File: src/rtl/multi_resolution_context_window_top_assert.svh
// Assertion macros for the multi-resolution context window.
// Included by the RTL files that carry concurrent assertions; no other dependencies.
`ifndef MULTI_RESOLUTION_CONTEXT_WINDOW_TOP_ASSERT_SVH
`define MULTI_RESOLUTION_CONTEXT_WINDOW_TOP_ASSERT_SVH
`ifndef NO_ASSERTIONS
// Property that must hold at every clock edge outside reset.
`define MRCW_ASSERT(lbl, clk, rst_n, prop, msg) \
  lbl: assert property (@(posedge clk) disable iff (!rst_n) (prop)) else $error(msg);
// Condition in one cycle that implies another condition in the next cycle.
`define MRCW_ASSERT_NEXT(lbl, clk, rst_n, ante, cons, msg) \
  lbl: assert property (@(posedge clk) disable iff (!rst_n) (ante) |=> (cons)) else $error(msg);
`else
`define MRCW_ASSERT(lbl, clk, rst_n, prop, msg)
`define MRCW_ASSERT_NEXT(lbl, clk, rst_n, ante, cons, msg)
`endif
`endif

File: src/rtl/mrcw_pkg.sv
// Package of the multi-resolution context window: sizes, types and control structs.
// Used by the top, lane, sequencer and merge modules of the block; depends on nothing.
`timescale 1ns / 1ps
`default_nettype none
package mrcw_pkg;

  // Geometry of the window.
  localparam int FEATURES     = 8;
  localparam int FINE_SLOTS   = 4;
  localparam int MID_SLOTS    = 4;
  localparam int MID_SPAN     = 2;
  localparam int COARSE_SLOTS = 4;
  localparam int COARSE_SPAN  = 4;

  localparam int BLOCKS   = FINE_SLOTS + MID_SLOTS * MID_SPAN + COARSE_SLOTS * COARSE_SPAN;
  localparam int NSLOTS   = FINE_SLOTS + MID_SLOTS + COARSE_SLOTS;
  localparam int MAX_SPAN = (MID_SPAN > COARSE_SPAN) ? MID_SPAN : COARSE_SPAN;

  // Spans are powers of two, so a floored mean is an arithmetic shift.
  localparam int MID_SHIFT    = $clog2(MID_SPAN);
  localparam int COARSE_SHIFT = $clog2(COARSE_SPAN);

  localparam int DATA_W  = 16;
  localparam int SLOT_W  = 4;
  localparam int PTR_W   = $clog2(BLOCKS);
  localparam int CNT_W   = $clog2(MAX_SPAN + 1);
  localparam int SHIFT_W = $clog2($clog2(MAX_SPAN) + 1);
  localparam int SUM_W   = DATA_W + $clog2(MAX_SPAN);

  // Mode codes of an input beat.
  localparam logic MODE_PUSH = 1'b0;
  localparam logic MODE_READ = 1'b1;

  typedef logic signed [DATA_W-1:0] sample_t;

  typedef enum logic [1:0] {
    S_IDLE,
    S_ISSUE,
    S_WAIT
  } state_t;

  // Control shared by all feature lanes.
  typedef struct packed {
    logic               wr_en;
    logic [PTR_W-1:0]   wr_addr;
    logic               rd_en;
    logic [PTR_W-1:0]   rd_addr;
    logic               dv;
    logic               first;
    logic [SHIFT_W-1:0] shift;
  } lane_ctl_t;

  // Control of the merging output stage.
  typedef struct packed {
    logic load;
    logic use_lanes;
    logic ready_res;
  } merge_ctl_t;

endpackage
`default_nettype wire

File: src/rtl/mrcw_if.sv
// Valid/ready channel interfaces of the multi-resolution context window.
// Input beat carries mode, slot and eight features; result beat carries ready_res and eight values.
`timescale 1ns / 1ps
`default_nettype none
interface mrcw_in_if;
  logic               valid;
  logic               ready;
  logic               mode;
  logic [3:0]         slot;
  logic signed [15:0] feat_0;
  logic signed [15:0] feat_1;
  logic signed [15:0] feat_2;
  logic signed [15:0] feat_3;
  logic signed [15:0] feat_4;
  logic signed [15:0] feat_5;
  logic signed [15:0] feat_6;
  logic signed [15:0] feat_7;

  modport source (output valid, mode, slot, feat_0, feat_1, feat_2, feat_3,
                  feat_4, feat_5, feat_6, feat_7, input ready);
  modport sink   (input valid, mode, slot, feat_0, feat_1, feat_2, feat_3,
                  feat_4, feat_5, feat_6, feat_7, output ready);
endinterface

interface mrcw_out_if;
  logic               valid;
  logic               ready;
  logic               ready_res;
  logic signed [15:0] val_0;
  logic signed [15:0] val_1;
  logic signed [15:0] val_2;
  logic signed [15:0] val_3;
  logic signed [15:0] val_4;
  logic signed [15:0] val_5;
  logic signed [15:0] val_6;
  logic signed [15:0] val_7;

  modport source (output valid, ready_res, val_0, val_1, val_2, val_3,
                  val_4, val_5, val_6, val_7, input ready);
  modport sink   (input valid, ready_res, val_0, val_1, val_2, val_3,
                  val_4, val_5, val_6, val_7, output ready);
endinterface
`default_nettype wire

File: src/rtl/multi_resolution_context_window_top.sv
// Top level of the multi-resolution context window: sequencer, eight feature lanes, merge.
// Depends on mrcw_pkg, mrcw_if, mrcw_ctrl, mrcw_lane and mrcw_merge.
//
// Usage: in_ch carries beats of mode, slot and eight Q8.8 features; out_ch returns one
// beat per input beat with ready_res and eight Q8.8 values. Both use valid/ready.
// A push beat (mode 0) writes one block into a 28-deep ring; its result carries
// ready_res (ring full after this push) and zero values, registered in the output stage.
// A read beat (mode 1) returns one of 12 slots: four newest blocks, four means of two
// and four means of four older blocks, floored. Once the ring is full, a slot read
// walks its blocks through each lane's single memory read port, one block a cycle,
// and its result is loaded when the walk ends; no new beat is taken during the walk.
// Pushes, reads before the ring is full and slots of 12 or more load their result
// directly from the idle state, without a walk.
// A new beat is taken while the previous result waits, provided that result is being
// taken in the same cycle; otherwise in_ch.ready stays low while out_ch stalls.
// Reset (rst_n low, synchronous) empties the ring and the output register; the ring
// memory itself is not cleared, since no entry is read before it has been written.
`timescale 1ns / 1ps
`default_nettype none
module multi_resolution_context_window_top
  import mrcw_pkg::*;
(
  input  wire logic  clk,
  input  wire logic  rst_n,
  mrcw_in_if.sink    in_ch,
  mrcw_out_if.source out_ch
);

  lane_ctl_t  lane_ctl;
  merge_ctl_t merge_ctl;
  logic       out_free;
  sample_t    feat [FEATURES];
  sample_t    lane_mean [FEATURES];

  // Features of the input beat, one per lane.
  assign feat[0] = in_ch.feat_0;
  assign feat[1] = in_ch.feat_1;
  assign feat[2] = in_ch.feat_2;
  assign feat[3] = in_ch.feat_3;
  assign feat[4] = in_ch.feat_4;
  assign feat[5] = in_ch.feat_5;
  assign feat[6] = in_ch.feat_6;
  assign feat[7] = in_ch.feat_7;

  // Sequencer.
  mrcw_ctrl u_ctrl (
    .clk       (clk),
    .rst_n     (rst_n),
    .in_valid  (in_ch.valid),
    .in_mode   (in_ch.mode),
    .in_slot   (in_ch.slot),
    .in_ready  (in_ch.ready),
    .out_free  (out_free),
    .lane_ctl  (lane_ctl),
    .merge_ctl (merge_ctl)
  );

  // Feature lanes working side by side.
  for (genvar g = 0; g < FEATURES; g++) begin : g_lane
    mrcw_lane u_lane (
      .clk     (clk),
      .ctl     (lane_ctl),
      .wr_data (feat[g]),
      .mean    (lane_mean[g])
    );
  end

  // Result register.
  mrcw_merge u_merge (
    .clk       (clk),
    .rst_n     (rst_n),
    .ctl       (merge_ctl),
    .lane_mean (lane_mean),
    .out_free  (out_free),
    .out_ch    (out_ch)
  );

endmodule
`default_nettype wire

File: src/rtl/mrcw_lane.sv
// One feature lane: a ring memory of one feature across all blocks, plus a mean accumulator.
// Depends on mrcw_pkg for sizes and the lane control struct.
`timescale 1ns / 1ps
`default_nettype none
module mrcw_lane
  import mrcw_pkg::*;
(
  input  wire logic      clk,
  input  wire lane_ctl_t ctl,
  input  wire sample_t   wr_data,
  output sample_t        mean
);

  sample_t                 mem [BLOCKS];
  sample_t                 rd_data_r;
  logic signed [SUM_W-1:0] acc_r;
  logic signed [SUM_W-1:0] acc_nxt;
  logic signed [SUM_W-1:0] scaled;

  // Ring memory: one write port, one registered read port.
  always_ff @(posedge clk) begin
    if (ctl.wr_en) begin
      mem[ctl.wr_addr] <= wr_data;
    end
    if (ctl.rd_en) begin
      rd_data_r <= mem[ctl.rd_addr];
    end
  end

  // Running sum; the first beat of a slot restarts it.
  always_comb begin
    if (ctl.first) begin
      acc_nxt = SUM_W'(rd_data_r);
    end else begin
      acc_nxt = acc_r + SUM_W'(rd_data_r);
    end
    scaled = acc_nxt >>> ctl.shift;
    mean   = scaled[DATA_W-1:0];
  end

  always_ff @(posedge clk) begin
    if (ctl.dv) begin
      acc_r <= acc_nxt;
    end
  end

endmodule
`default_nettype wire

File: src/rtl/mrcw_ctrl.sv
// Sequencer of the context window: write pointer, fill count and the slot read walk.
// Depends on mrcw_pkg and the assertion macro header.
`timescale 1ns / 1ps
`default_nettype none
`include "multi_resolution_context_window_top_assert.svh"
module mrcw_ctrl
  import mrcw_pkg::*;
(
  input  wire logic              clk,
  input  wire logic              rst_n,
  input  wire logic              in_valid,
  input  wire logic              in_mode,
  input  wire logic [SLOT_W-1:0] in_slot,
  output logic                   in_ready,
  input  wire logic              out_free,
  output lane_ctl_t              lane_ctl,
  output merge_ctl_t             merge_ctl
);

  state_t             state_r, state_nxt;
  logic [PTR_W-1:0]   wp_r, wp_nxt;
  logic [PTR_W-1:0]   fill_r, fill_nxt;
  logic [PTR_W-1:0]   rd_addr_r, rd_addr_nxt;
  logic [CNT_W-1:0]   cnt_r, cnt_nxt;
  logic [SHIFT_W-1:0] shift_r, shift_nxt;
  logic               issue_first_r, issue_first_nxt;
  logic               dv_r, first_r, last_r;

  logic               accept;
  logic               full;
  logic [PTR_W-1:0]   slot_w;
  logic [PTR_W-1:0]   age;
  logic [CNT_W-1:0]   span;
  logic [SHIFT_W-1:0] shift;
  logic [PTR_W:0]     ring_sum;
  logic [PTR_W-1:0]   start_addr;
  logic               issue_last;

  assign full     = (fill_r == PTR_W'(BLOCKS));
  assign in_ready = (state_r == S_IDLE) && out_free;
  assign accept   = in_valid && in_ready;

  // Age of the newest block of the slot, its span and its mean shift.
  always_comb begin
    slot_w = PTR_W'(in_slot);
    if (in_slot < SLOT_W'(FINE_SLOTS)) begin
      age   = PTR_W'(FINE_SLOTS - 1) - slot_w;
      span  = CNT_W'(1);
      shift = '0;
    end else if (in_slot < SLOT_W'(FINE_SLOTS + MID_SLOTS)) begin
      age   = PTR_W'(FINE_SLOTS) + (slot_w - PTR_W'(FINE_SLOTS)) * PTR_W'(MID_SPAN);
      span  = CNT_W'(MID_SPAN);
      shift = SHIFT_W'(MID_SHIFT);
    end else begin
      age   = PTR_W'(FINE_SLOTS + MID_SLOTS * MID_SPAN)
            + (slot_w - PTR_W'(FINE_SLOTS + MID_SLOTS)) * PTR_W'(COARSE_SPAN);
      span  = CNT_W'(COARSE_SPAN);
      shift = SHIFT_W'(COARSE_SHIFT);
    end
    // Ring position of that block: one behind the write pointer, minus the age.
    ring_sum = {1'b0, wp_r} + (PTR_W+1)'(BLOCKS - 1) - {1'b0, age};
    if (ring_sum >= (PTR_W+1)'(BLOCKS)) begin
      start_addr = PTR_W'(ring_sum - (PTR_W+1)'(BLOCKS));
    end else begin
      start_addr = ring_sum[PTR_W-1:0];
    end
  end

  assign issue_last = (state_r == S_ISSUE) && (cnt_r == CNT_W'(1));

  // Next state and outputs.
  always_comb begin
    state_nxt       = state_r;
    wp_nxt          = wp_r;
    fill_nxt        = fill_r;
    rd_addr_nxt     = rd_addr_r;
    cnt_nxt         = cnt_r;
    shift_nxt       = shift_r;
    issue_first_nxt = issue_first_r;

    lane_ctl         = '0;
    lane_ctl.wr_addr = wp_r;
    lane_ctl.rd_addr = rd_addr_r;
    lane_ctl.dv      = dv_r;
    lane_ctl.first   = first_r;
    lane_ctl.shift   = shift_r;
    merge_ctl        = '0;

    unique case (state_r)
      S_IDLE: begin
        if (accept) begin
          if (in_mode == MODE_PUSH) begin
            lane_ctl.wr_en = 1'b1;
            wp_nxt         = (wp_r == PTR_W'(BLOCKS - 1)) ? '0 : wp_r + 1'b1;
            fill_nxt       = full ? fill_r : fill_r + 1'b1;
            merge_ctl.load      = 1'b1;
            merge_ctl.ready_res = (fill_nxt == PTR_W'(BLOCKS));
          end else if (!full || (in_slot >= SLOT_W'(NSLOTS))) begin
            merge_ctl.load      = 1'b1;
            merge_ctl.ready_res = full;
          end else begin
            rd_addr_nxt     = start_addr;
            cnt_nxt         = span;
            shift_nxt       = shift;
            issue_first_nxt = 1'b1;
            state_nxt       = S_ISSUE;
          end
        end
      end
      S_ISSUE: begin
        // One block of the slot a cycle, walking back in age.
        lane_ctl.rd_en  = 1'b1;
        rd_addr_nxt     = (rd_addr_r == '0) ? PTR_W'(BLOCKS - 1) : rd_addr_r - 1'b1;
        cnt_nxt         = cnt_r - 1'b1;
        issue_first_nxt = 1'b0;
        if (issue_last) begin
          state_nxt = S_WAIT;
        end
      end
      S_WAIT: begin
        if (last_r) begin
          merge_ctl.load      = 1'b1;
          merge_ctl.use_lanes = 1'b1;
          merge_ctl.ready_res = 1'b1;
          state_nxt           = S_IDLE;
        end
      end
      default: begin
        state_nxt = S_IDLE;
      end
    endcase
  end

  // Control registers.
  always_ff @(posedge clk) begin
    if (!rst_n) begin
      state_r       <= S_IDLE;
      wp_r          <= '0;
      fill_r        <= '0;
      cnt_r         <= '0;
      issue_first_r <= 1'b0;
      dv_r          <= 1'b0;
      first_r       <= 1'b0;
      last_r        <= 1'b0;
    end else begin
      state_r       <= state_nxt;
      wp_r          <= wp_nxt;
      fill_r        <= fill_nxt;
      cnt_r         <= cnt_nxt;
      issue_first_r <= issue_first_nxt;
      dv_r          <= lane_ctl.rd_en;
      first_r       <= lane_ctl.rd_en && issue_first_r;
      last_r        <= issue_last;
    end
  end

  // Walk address and mean shift need no reset.
  always_ff @(posedge clk) begin
    rd_addr_r <= rd_addr_nxt;
    shift_r   <= shift_nxt;
  end

  // A result is only loaded when the output stage can take it.
  `MRCW_ASSERT(a_load_free, clk, rst_n, merge_ctl.load |-> out_free, "result load into busy output")
  // Until the ring is full the write pointer tracks the fill count.
  `MRCW_ASSERT(a_wp_fill, clk, rst_n, (fill_r != PTR_W'(BLOCKS)) |-> (wp_r == fill_r), "write pointer lost fill")
  // A push always produces its result beat in the same cycle.
  `MRCW_ASSERT(a_push_result, clk, rst_n, lane_ctl.wr_en |-> (merge_ctl.load && !merge_ctl.use_lanes), "push without result")
  // The last read issued leads straight into the wait with the data flagged.
  `MRCW_ASSERT_NEXT(a_last_wait, clk, rst_n, issue_last, (last_r && dv_r && state_r == S_WAIT), "read walk ended badly")

endmodule
`default_nettype wire

File: src/rtl/mrcw_merge.sv
// Merging output stage: collects the lane means or zeros into the registered result beat.
// Depends on mrcw_pkg and the result channel interface.
`timescale 1ns / 1ps
`default_nettype none
module mrcw_merge
  import mrcw_pkg::*;
(
  input  wire logic       clk,
  input  wire logic       rst_n,
  input  wire merge_ctl_t ctl,
  input  wire sample_t    lane_mean [FEATURES],
  output logic            out_free,
  mrcw_out_if.source      out_ch
);

  logic    valid_r;
  logic    ready_res_r;
  sample_t val_r [FEATURES];

  assign out_free = !valid_r || out_ch.ready;

  // Handshake state of the result register.
  always_ff @(posedge clk) begin
    if (!rst_n) begin
      valid_r <= 1'b0;
    end else if (ctl.load) begin
      valid_r <= 1'b1;
    end else if (out_ch.ready) begin
      valid_r <= 1'b0;
    end
  end

  // Payload: lane means for a slot read, zeros otherwise.
  always_ff @(posedge clk) begin
    if (ctl.load) begin
      ready_res_r <= ctl.ready_res;
      for (int k = 0; k < FEATURES; k++) begin
        val_r[k] <= ctl.use_lanes ? lane_mean[k] : '0;
      end
    end
  end

  assign out_ch.valid     = valid_r;
  assign out_ch.ready_res = ready_res_r;
  assign out_ch.val_0     = val_r[0];
  assign out_ch.val_1     = val_r[1];
  assign out_ch.val_2     = val_r[2];
  assign out_ch.val_3     = val_r[3];
  assign out_ch.val_4     = val_r[4];
  assign out_ch.val_5     = val_r[5];
  assign out_ch.val_6     = val_r[6];
  assign out_ch.val_7     = val_r[7];

endmodule
`default_nettype wire

File: src/flat_wrapper.sv
// flat-port wrapper written by rule: the top's interface ports become plain ports
module multi_resolution_context_window_top_flat import mrcw_pkg::*;
  (clk, rst_n, in_ch_valid, in_ch_mode, in_ch_slot, in_ch_feat_0, in_ch_feat_1, in_ch_feat_2, in_ch_feat_3, in_ch_feat_4, in_ch_feat_5, in_ch_feat_6, in_ch_feat_7, in_ch_ready, out_ch_valid, out_ch_ready_res, out_ch_val_0, out_ch_val_1, out_ch_val_2, out_ch_val_3, out_ch_val_4, out_ch_val_5, out_ch_val_6, out_ch_val_7, out_ch_ready);
  mrcw_in_if in_ch_i ();
  mrcw_out_if out_ch_i ();
  input  wire logic clk;
  input  wire logic rst_n;
  input wire logic [$bits(in_ch_i.valid)-1:0] in_ch_valid;
  input wire logic [$bits(in_ch_i.mode)-1:0] in_ch_mode;
  input wire logic [$bits(in_ch_i.slot)-1:0] in_ch_slot;
  input wire logic [$bits(in_ch_i.feat_0)-1:0] in_ch_feat_0;
  input wire logic [$bits(in_ch_i.feat_1)-1:0] in_ch_feat_1;
  input wire logic [$bits(in_ch_i.feat_2)-1:0] in_ch_feat_2;
  input wire logic [$bits(in_ch_i.feat_3)-1:0] in_ch_feat_3;
  input wire logic [$bits(in_ch_i.feat_4)-1:0] in_ch_feat_4;
  input wire logic [$bits(in_ch_i.feat_5)-1:0] in_ch_feat_5;
  input wire logic [$bits(in_ch_i.feat_6)-1:0] in_ch_feat_6;
  input wire logic [$bits(in_ch_i.feat_7)-1:0] in_ch_feat_7;
  output wire logic [$bits(in_ch_i.ready)-1:0] in_ch_ready;
  output wire logic [$bits(out_ch_i.valid)-1:0] out_ch_valid;
  output wire logic [$bits(out_ch_i.ready_res)-1:0] out_ch_ready_res;
  output wire logic [$bits(out_ch_i.val_0)-1:0] out_ch_val_0;
  output wire logic [$bits(out_ch_i.val_1)-1:0] out_ch_val_1;
  output wire logic [$bits(out_ch_i.val_2)-1:0] out_ch_val_2;
  output wire logic [$bits(out_ch_i.val_3)-1:0] out_ch_val_3;
  output wire logic [$bits(out_ch_i.val_4)-1:0] out_ch_val_4;
  output wire logic [$bits(out_ch_i.val_5)-1:0] out_ch_val_5;
  output wire logic [$bits(out_ch_i.val_6)-1:0] out_ch_val_6;
  output wire logic [$bits(out_ch_i.val_7)-1:0] out_ch_val_7;
  input wire logic [$bits(out_ch_i.ready)-1:0] out_ch_ready;
  assign in_ch_i.valid = in_ch_valid;
  assign in_ch_i.mode = in_ch_mode;
  assign in_ch_i.slot = in_ch_slot;
  assign in_ch_i.feat_0 = in_ch_feat_0;
  assign in_ch_i.feat_1 = in_ch_feat_1;
  assign in_ch_i.feat_2 = in_ch_feat_2;
  assign in_ch_i.feat_3 = in_ch_feat_3;
  assign in_ch_i.feat_4 = in_ch_feat_4;
  assign in_ch_i.feat_5 = in_ch_feat_5;
  assign in_ch_i.feat_6 = in_ch_feat_6;
  assign in_ch_i.feat_7 = in_ch_feat_7;
  assign in_ch_ready = in_ch_i.ready;
  assign out_ch_valid = out_ch_i.valid;
  assign out_ch_ready_res = out_ch_i.ready_res;
  assign out_ch_val_0 = out_ch_i.val_0;
  assign out_ch_val_1 = out_ch_i.val_1;
  assign out_ch_val_2 = out_ch_i.val_2;
  assign out_ch_val_3 = out_ch_i.val_3;
  assign out_ch_val_4 = out_ch_i.val_4;
  assign out_ch_val_5 = out_ch_i.val_5;
  assign out_ch_val_6 = out_ch_i.val_6;
  assign out_ch_val_7 = out_ch_i.val_7;
  assign out_ch_i.ready = out_ch_ready;
  multi_resolution_context_window_top u_core (.clk(clk), .rst_n(rst_n), .in_ch(in_ch_i), .out_ch(out_ch_i));
endmodule
File: config.mk
export PLATFORM = sky130hd
export DESIGN_NAME = multi_resolution_context_window_top_flat
export DESIGN_NICKNAME = d
export VERILOG_FILES = /design/src/rtl/mrcw_pkg.sv /design/src/rtl/mrcw_if.sv /design/src/rtl/multi_resolution_context_window_top.sv /design/src/rtl/mrcw_lane.sv /design/src/rtl/mrcw_ctrl.sv /design/src/rtl/mrcw_merge.sv /design/src/flat_wrapper.sv
export VERILOG_INCLUDE_DIRS = /design/src /design/src/rtl
export SDC_FILE = /design/constraint.sdc
export NUM_CORES = 2
export LEC_CHECK = 0
export BUFFER_PORTS_ARGS = -buffer_cell sky130_fd_sc_hd__buf_2
export CAP_MARGIN = 40
export CORE_MARGIN = 2
export CORE_UTILIZATION = 40
export DETAILED_ROUTE_END_ITERATION = 6
export SLEW_MARGIN = 30
export SYNTH_ARGS = -nofsm -noshare
export SYNTH_HDL_FRONTEND = slang
export SYNTH_HIERARCHICAL = 1
export SYNTH_SLANG_ARGS = --single-unit
File: constraint.sdc
create_clock -name clk -period 13.65 [get_ports clk]
set_input_delay 1.365 -clock clk [delete_from_list [all_inputs] [get_ports clk]]
set_output_delay 1.365 -clock clk [all_outputs]
set_load 0.01 [all_outputs]
==> results.json <==
{
  "synth_area_sq_um": 165000,
  "hold_ws_ns": 0.472,
  "final.setup.tns_ns": 0,
  "ys_types": 100,
  "cts_tree": "built",
  "ys_ff_latch": 4012,
  "io_buffer_count": 267,
  "die_area_sq_um": 418000,
  "rsz0062_at_grt": "false",
  "dpl.hpwl_um": 245000,
  "num_io_pins": 268,
  "yosys_most_used_dff": "edfxtp_1",
  "finalWorstSetupSlack_ns": 9.05,
  "cts_root_buffer": "clkbuf_16",
  "seq_area_frac_synth_pct": 72.8,
  "worstSkewPairLatency_ns": 1.00,
  "num-nets-final": 9014,
  "std_cell_rows": 236,
  "cap_violations": 0,
  "timing.fmax_mhz": 218,
  "synth_nets": 8468,
  "overflow": 0,
  "register_area_sq_um": 120000,
  "r2r_slack_ns": 9.05,
  "syn_inst": 8165,
  "run_status": "finished clean",
  "powerDensity_nw_per_um2": 132,
  "drt_first_pass_iters": 7,
  "numCtsBuffers": 405,
  "syn2layout_area_growth_pct": 13.9,
  "drtIter0Drc": 8198,
  "htree_levels": 5,
  "avgRoutedWirePerCell_um": 27.4,
  "core_sq_um": 412000,
  "antenna_found_initial": 63,
  "synth_warnings": 6,
  "synth-async-reset-ratio_pct": 0,
  "place_ws_ns": 8.57,
  "grt_use_met3_pct": 2.93,
  "report.final.slew_viol_count": 0,
  "vias": 82678,
  "multiInputGateArea_sq_um": 43400,
  "p_leak_nw": 60.2,
  "utilization_pct": 45.7,
  "gr-usage-met1_pct": 26.0,
  "cts_setup_buffers": 0,
  "endpoint_kind": "flop",
  "grt-busiest-layer": "met2",
  "placed_cell_area_sq_um": 175000,
  "hold_viol": 0,
  "clockBufferDepth": 4,
  "worstSetupPathType": "reg2reg",
  "fin_crit_ns": 4.60,
  "cts.sinks": 4012,
  "start_util_pct": 40.1,
  "grt_max_degree": 137,
  "gp_congestion": 0.836,
  "cp-start-kind": "flop",
  "vias_per_cell": 5.68,
  "fill_cells": 34446,
  "use_met2_pct": 30.5,
  "worstPathMaxFanout": 135,
  "hold_buffers": 0,
  "syn_area_per_cell_sq_um": 20.2,
  "die_w_um": 647,
  "drive_gt1_share_pct": 29.6,
  "arrival_ns": 5.33,
  "cts_resized": 0,
  "required_ns": 14.38,
  "ant_nets": 0,
  "clk_pin_slew_ns": 0.07,
  "hold_path.class": "reg2reg",
  "wl_um": 399000,
  "grt_usage_pct": 18.7,
  "grt_pass1_wl_um": 579000,
  "drc_errors": 0,
  "grt_pass1_vias": 83347,
  "setup-violations-final": 0,
  "design_area_sq_um": 188000,
  "die_h_um": 647,
  "fin_crit_sh_pct": 33.7,
  "skew_ns": 0.102,
  "irDropWorstVdd_mv": 0.116,
  "synth_edf_count": 3992,
  "slew_headroom_pct": 31.6,
  "tightest_slew_ns": 1.03
}
through the flow:
step | instances | total power, mW
floorplan | 8165 | 14.0
global placement | 13700 | 14.2
detailed placement | 13760 | 14.2
CTS | 14511 | 25.1
global route | 14543 | 25.6
finish | 14557 | 24.8
critical path, cell delays in order, from the launching register on:
cell      delay [ns]
edfxtp_1        0.58
buf_6           0.25
buf_4           0.62
buf_4           0.76
buf_12          0.65
mux4_2          0.46
mux4_2          0.55
mux2_2          0.34
kinds of logic after synthesis:
kind of cell | share of synthesized area [%]
xor gates and xnor gates | 0.413
buffers and inverters | 1.33
and+or+nand+nor | 3.36
DFF | 72.8
AOI/OAI and AO/OA | 3.44
muxes | 17.4
adders and majority gates | 1.30
sequential cells by signal (all words and copies together), names as in the netlist, 2 cells and up:
register / cells
u_core/u_merge/val_r: 128
u_core/u_ctrl/cnt_r: 3
u_core/g_lane.u_lane/mem: 3584
u_core/u_ctrl/shift_r: 2
u_core/g_lane.u_lane/rd_data_r: 128
u_core/u_ctrl/fill_r: 5
u_core/u_ctrl/wp_r: 5
u_core/g_lane.u_lane/acc_r: 144
u_core/u_ctrl/rd_addr_r: 5
u_core/u_ctrl/state_r: 2
layout make-up:
| cell class | count | share of cell area [%] |
|---|---|---|
| Multi-Input combinational cell | 3682 | 23.1 |
| Antenna cell | 28 | 0.0372 |
| Timing Repair Buffer | 542 | 2.29 |
| Tap cell | 5474 | 3.64 |
| Inverter | 68 | 0.144 |
| Clock buffer | 479 | 5.56 |
| Sequential cell | 4012 | 63.9 |
| Clock inverter | 272 | 1.35 |
Yosys cell counts (19+ instances only):
cell / instances / area, sq um
nor3_1: 30 / 150
a21oi_1: 108 / 541
xor2_1: 41 / 359
mux2_2: 182 / 2050
or3b_2: 23 / 201
o21bai_1: 28 / 210
and2_1: 108 / 676
nor4_1: 19 / 119
mux4_2: 1071 / 24100
buf_6: 24 / 270
a21o_1: 49 / 368
clkbuf_1: 217 / 815
o21ai_0: 250 / 1250
a211oi_2: 21 / 263
nand3_1: 47 / 235
o21ai_1: 47 / 235
dfxtp_1: 20 / 400
a211oi_1: 49 / 368
inv_1: 66 / 248
o211ai_1: 28 / 210
nand3b_1: 56 / 420
mux2i_1: 243 / 2430
and2_2: 27 / 203
nand2_1: 366 / 1370
xnor2_1: 37 / 324
edfxtp_1: 3992 / 120000
buf_4: 30 / 225
buf_1: 30 / 113
nor3b_1: 26 / 195
nor2_1: 345 / 1290
ha_1: 157 / 1960
buf_2: 90 / 450
per-layer routing:
layer | vias up | part of all wire (%)
li1 | 35035 | -
met1 | 44156 | 42
met2 | 2831 | 49
met3 | 634 | 6.3
met4 | 22 | 2.9
met5 | - | 0.034
layout by cell type, fill, tap and decap left out, drive strengths merged, types with 117 or more instances in the layout:
master / instances
clkinv: 213
ha: 157
edfxtp: 3992
mux2: 194
and2: 135
mux4: 1071
a21oi: 117
clkbuf: 482
o21ai: 298
nand2: 366
nor2: 346
mux2i: 243
buf: 539
power breakdown:
part / internal [mW] / switching, mW
Sequential: 13.6 / 0.0161
Combinational: 0.0709 / 0.279
Clock: 6.13 / 4.72
path summary, 6_finish.rpt:
kind                                            start                                              to  cells after the start
max              u_core/u_ctrl/rd_addr_r[1]$_DFFE_PP_  u_core/g_lane[0].u_lane/rd_data_r[2]$_DFFE_PP_                      7
min          u_core/u_ctrl/issue_first_r$_SDFFE_PN0P_                u_core/u_ctrl/first_r$_SDFF_PN0_                      1
max reg2reg      u_core/u_ctrl/rd_addr_r[1]$_DFFE_PP_  u_core/g_lane[0].u_lane/rd_data_r[2]$_DFFE_PP_                      7
min reg2reg  u_core/u_ctrl/issue_first_r$_SDFFE_PN0P_                u_core/u_ctrl/first_r$_SDFF_PN0_                      1
Power figures use the tool's default switching activity.
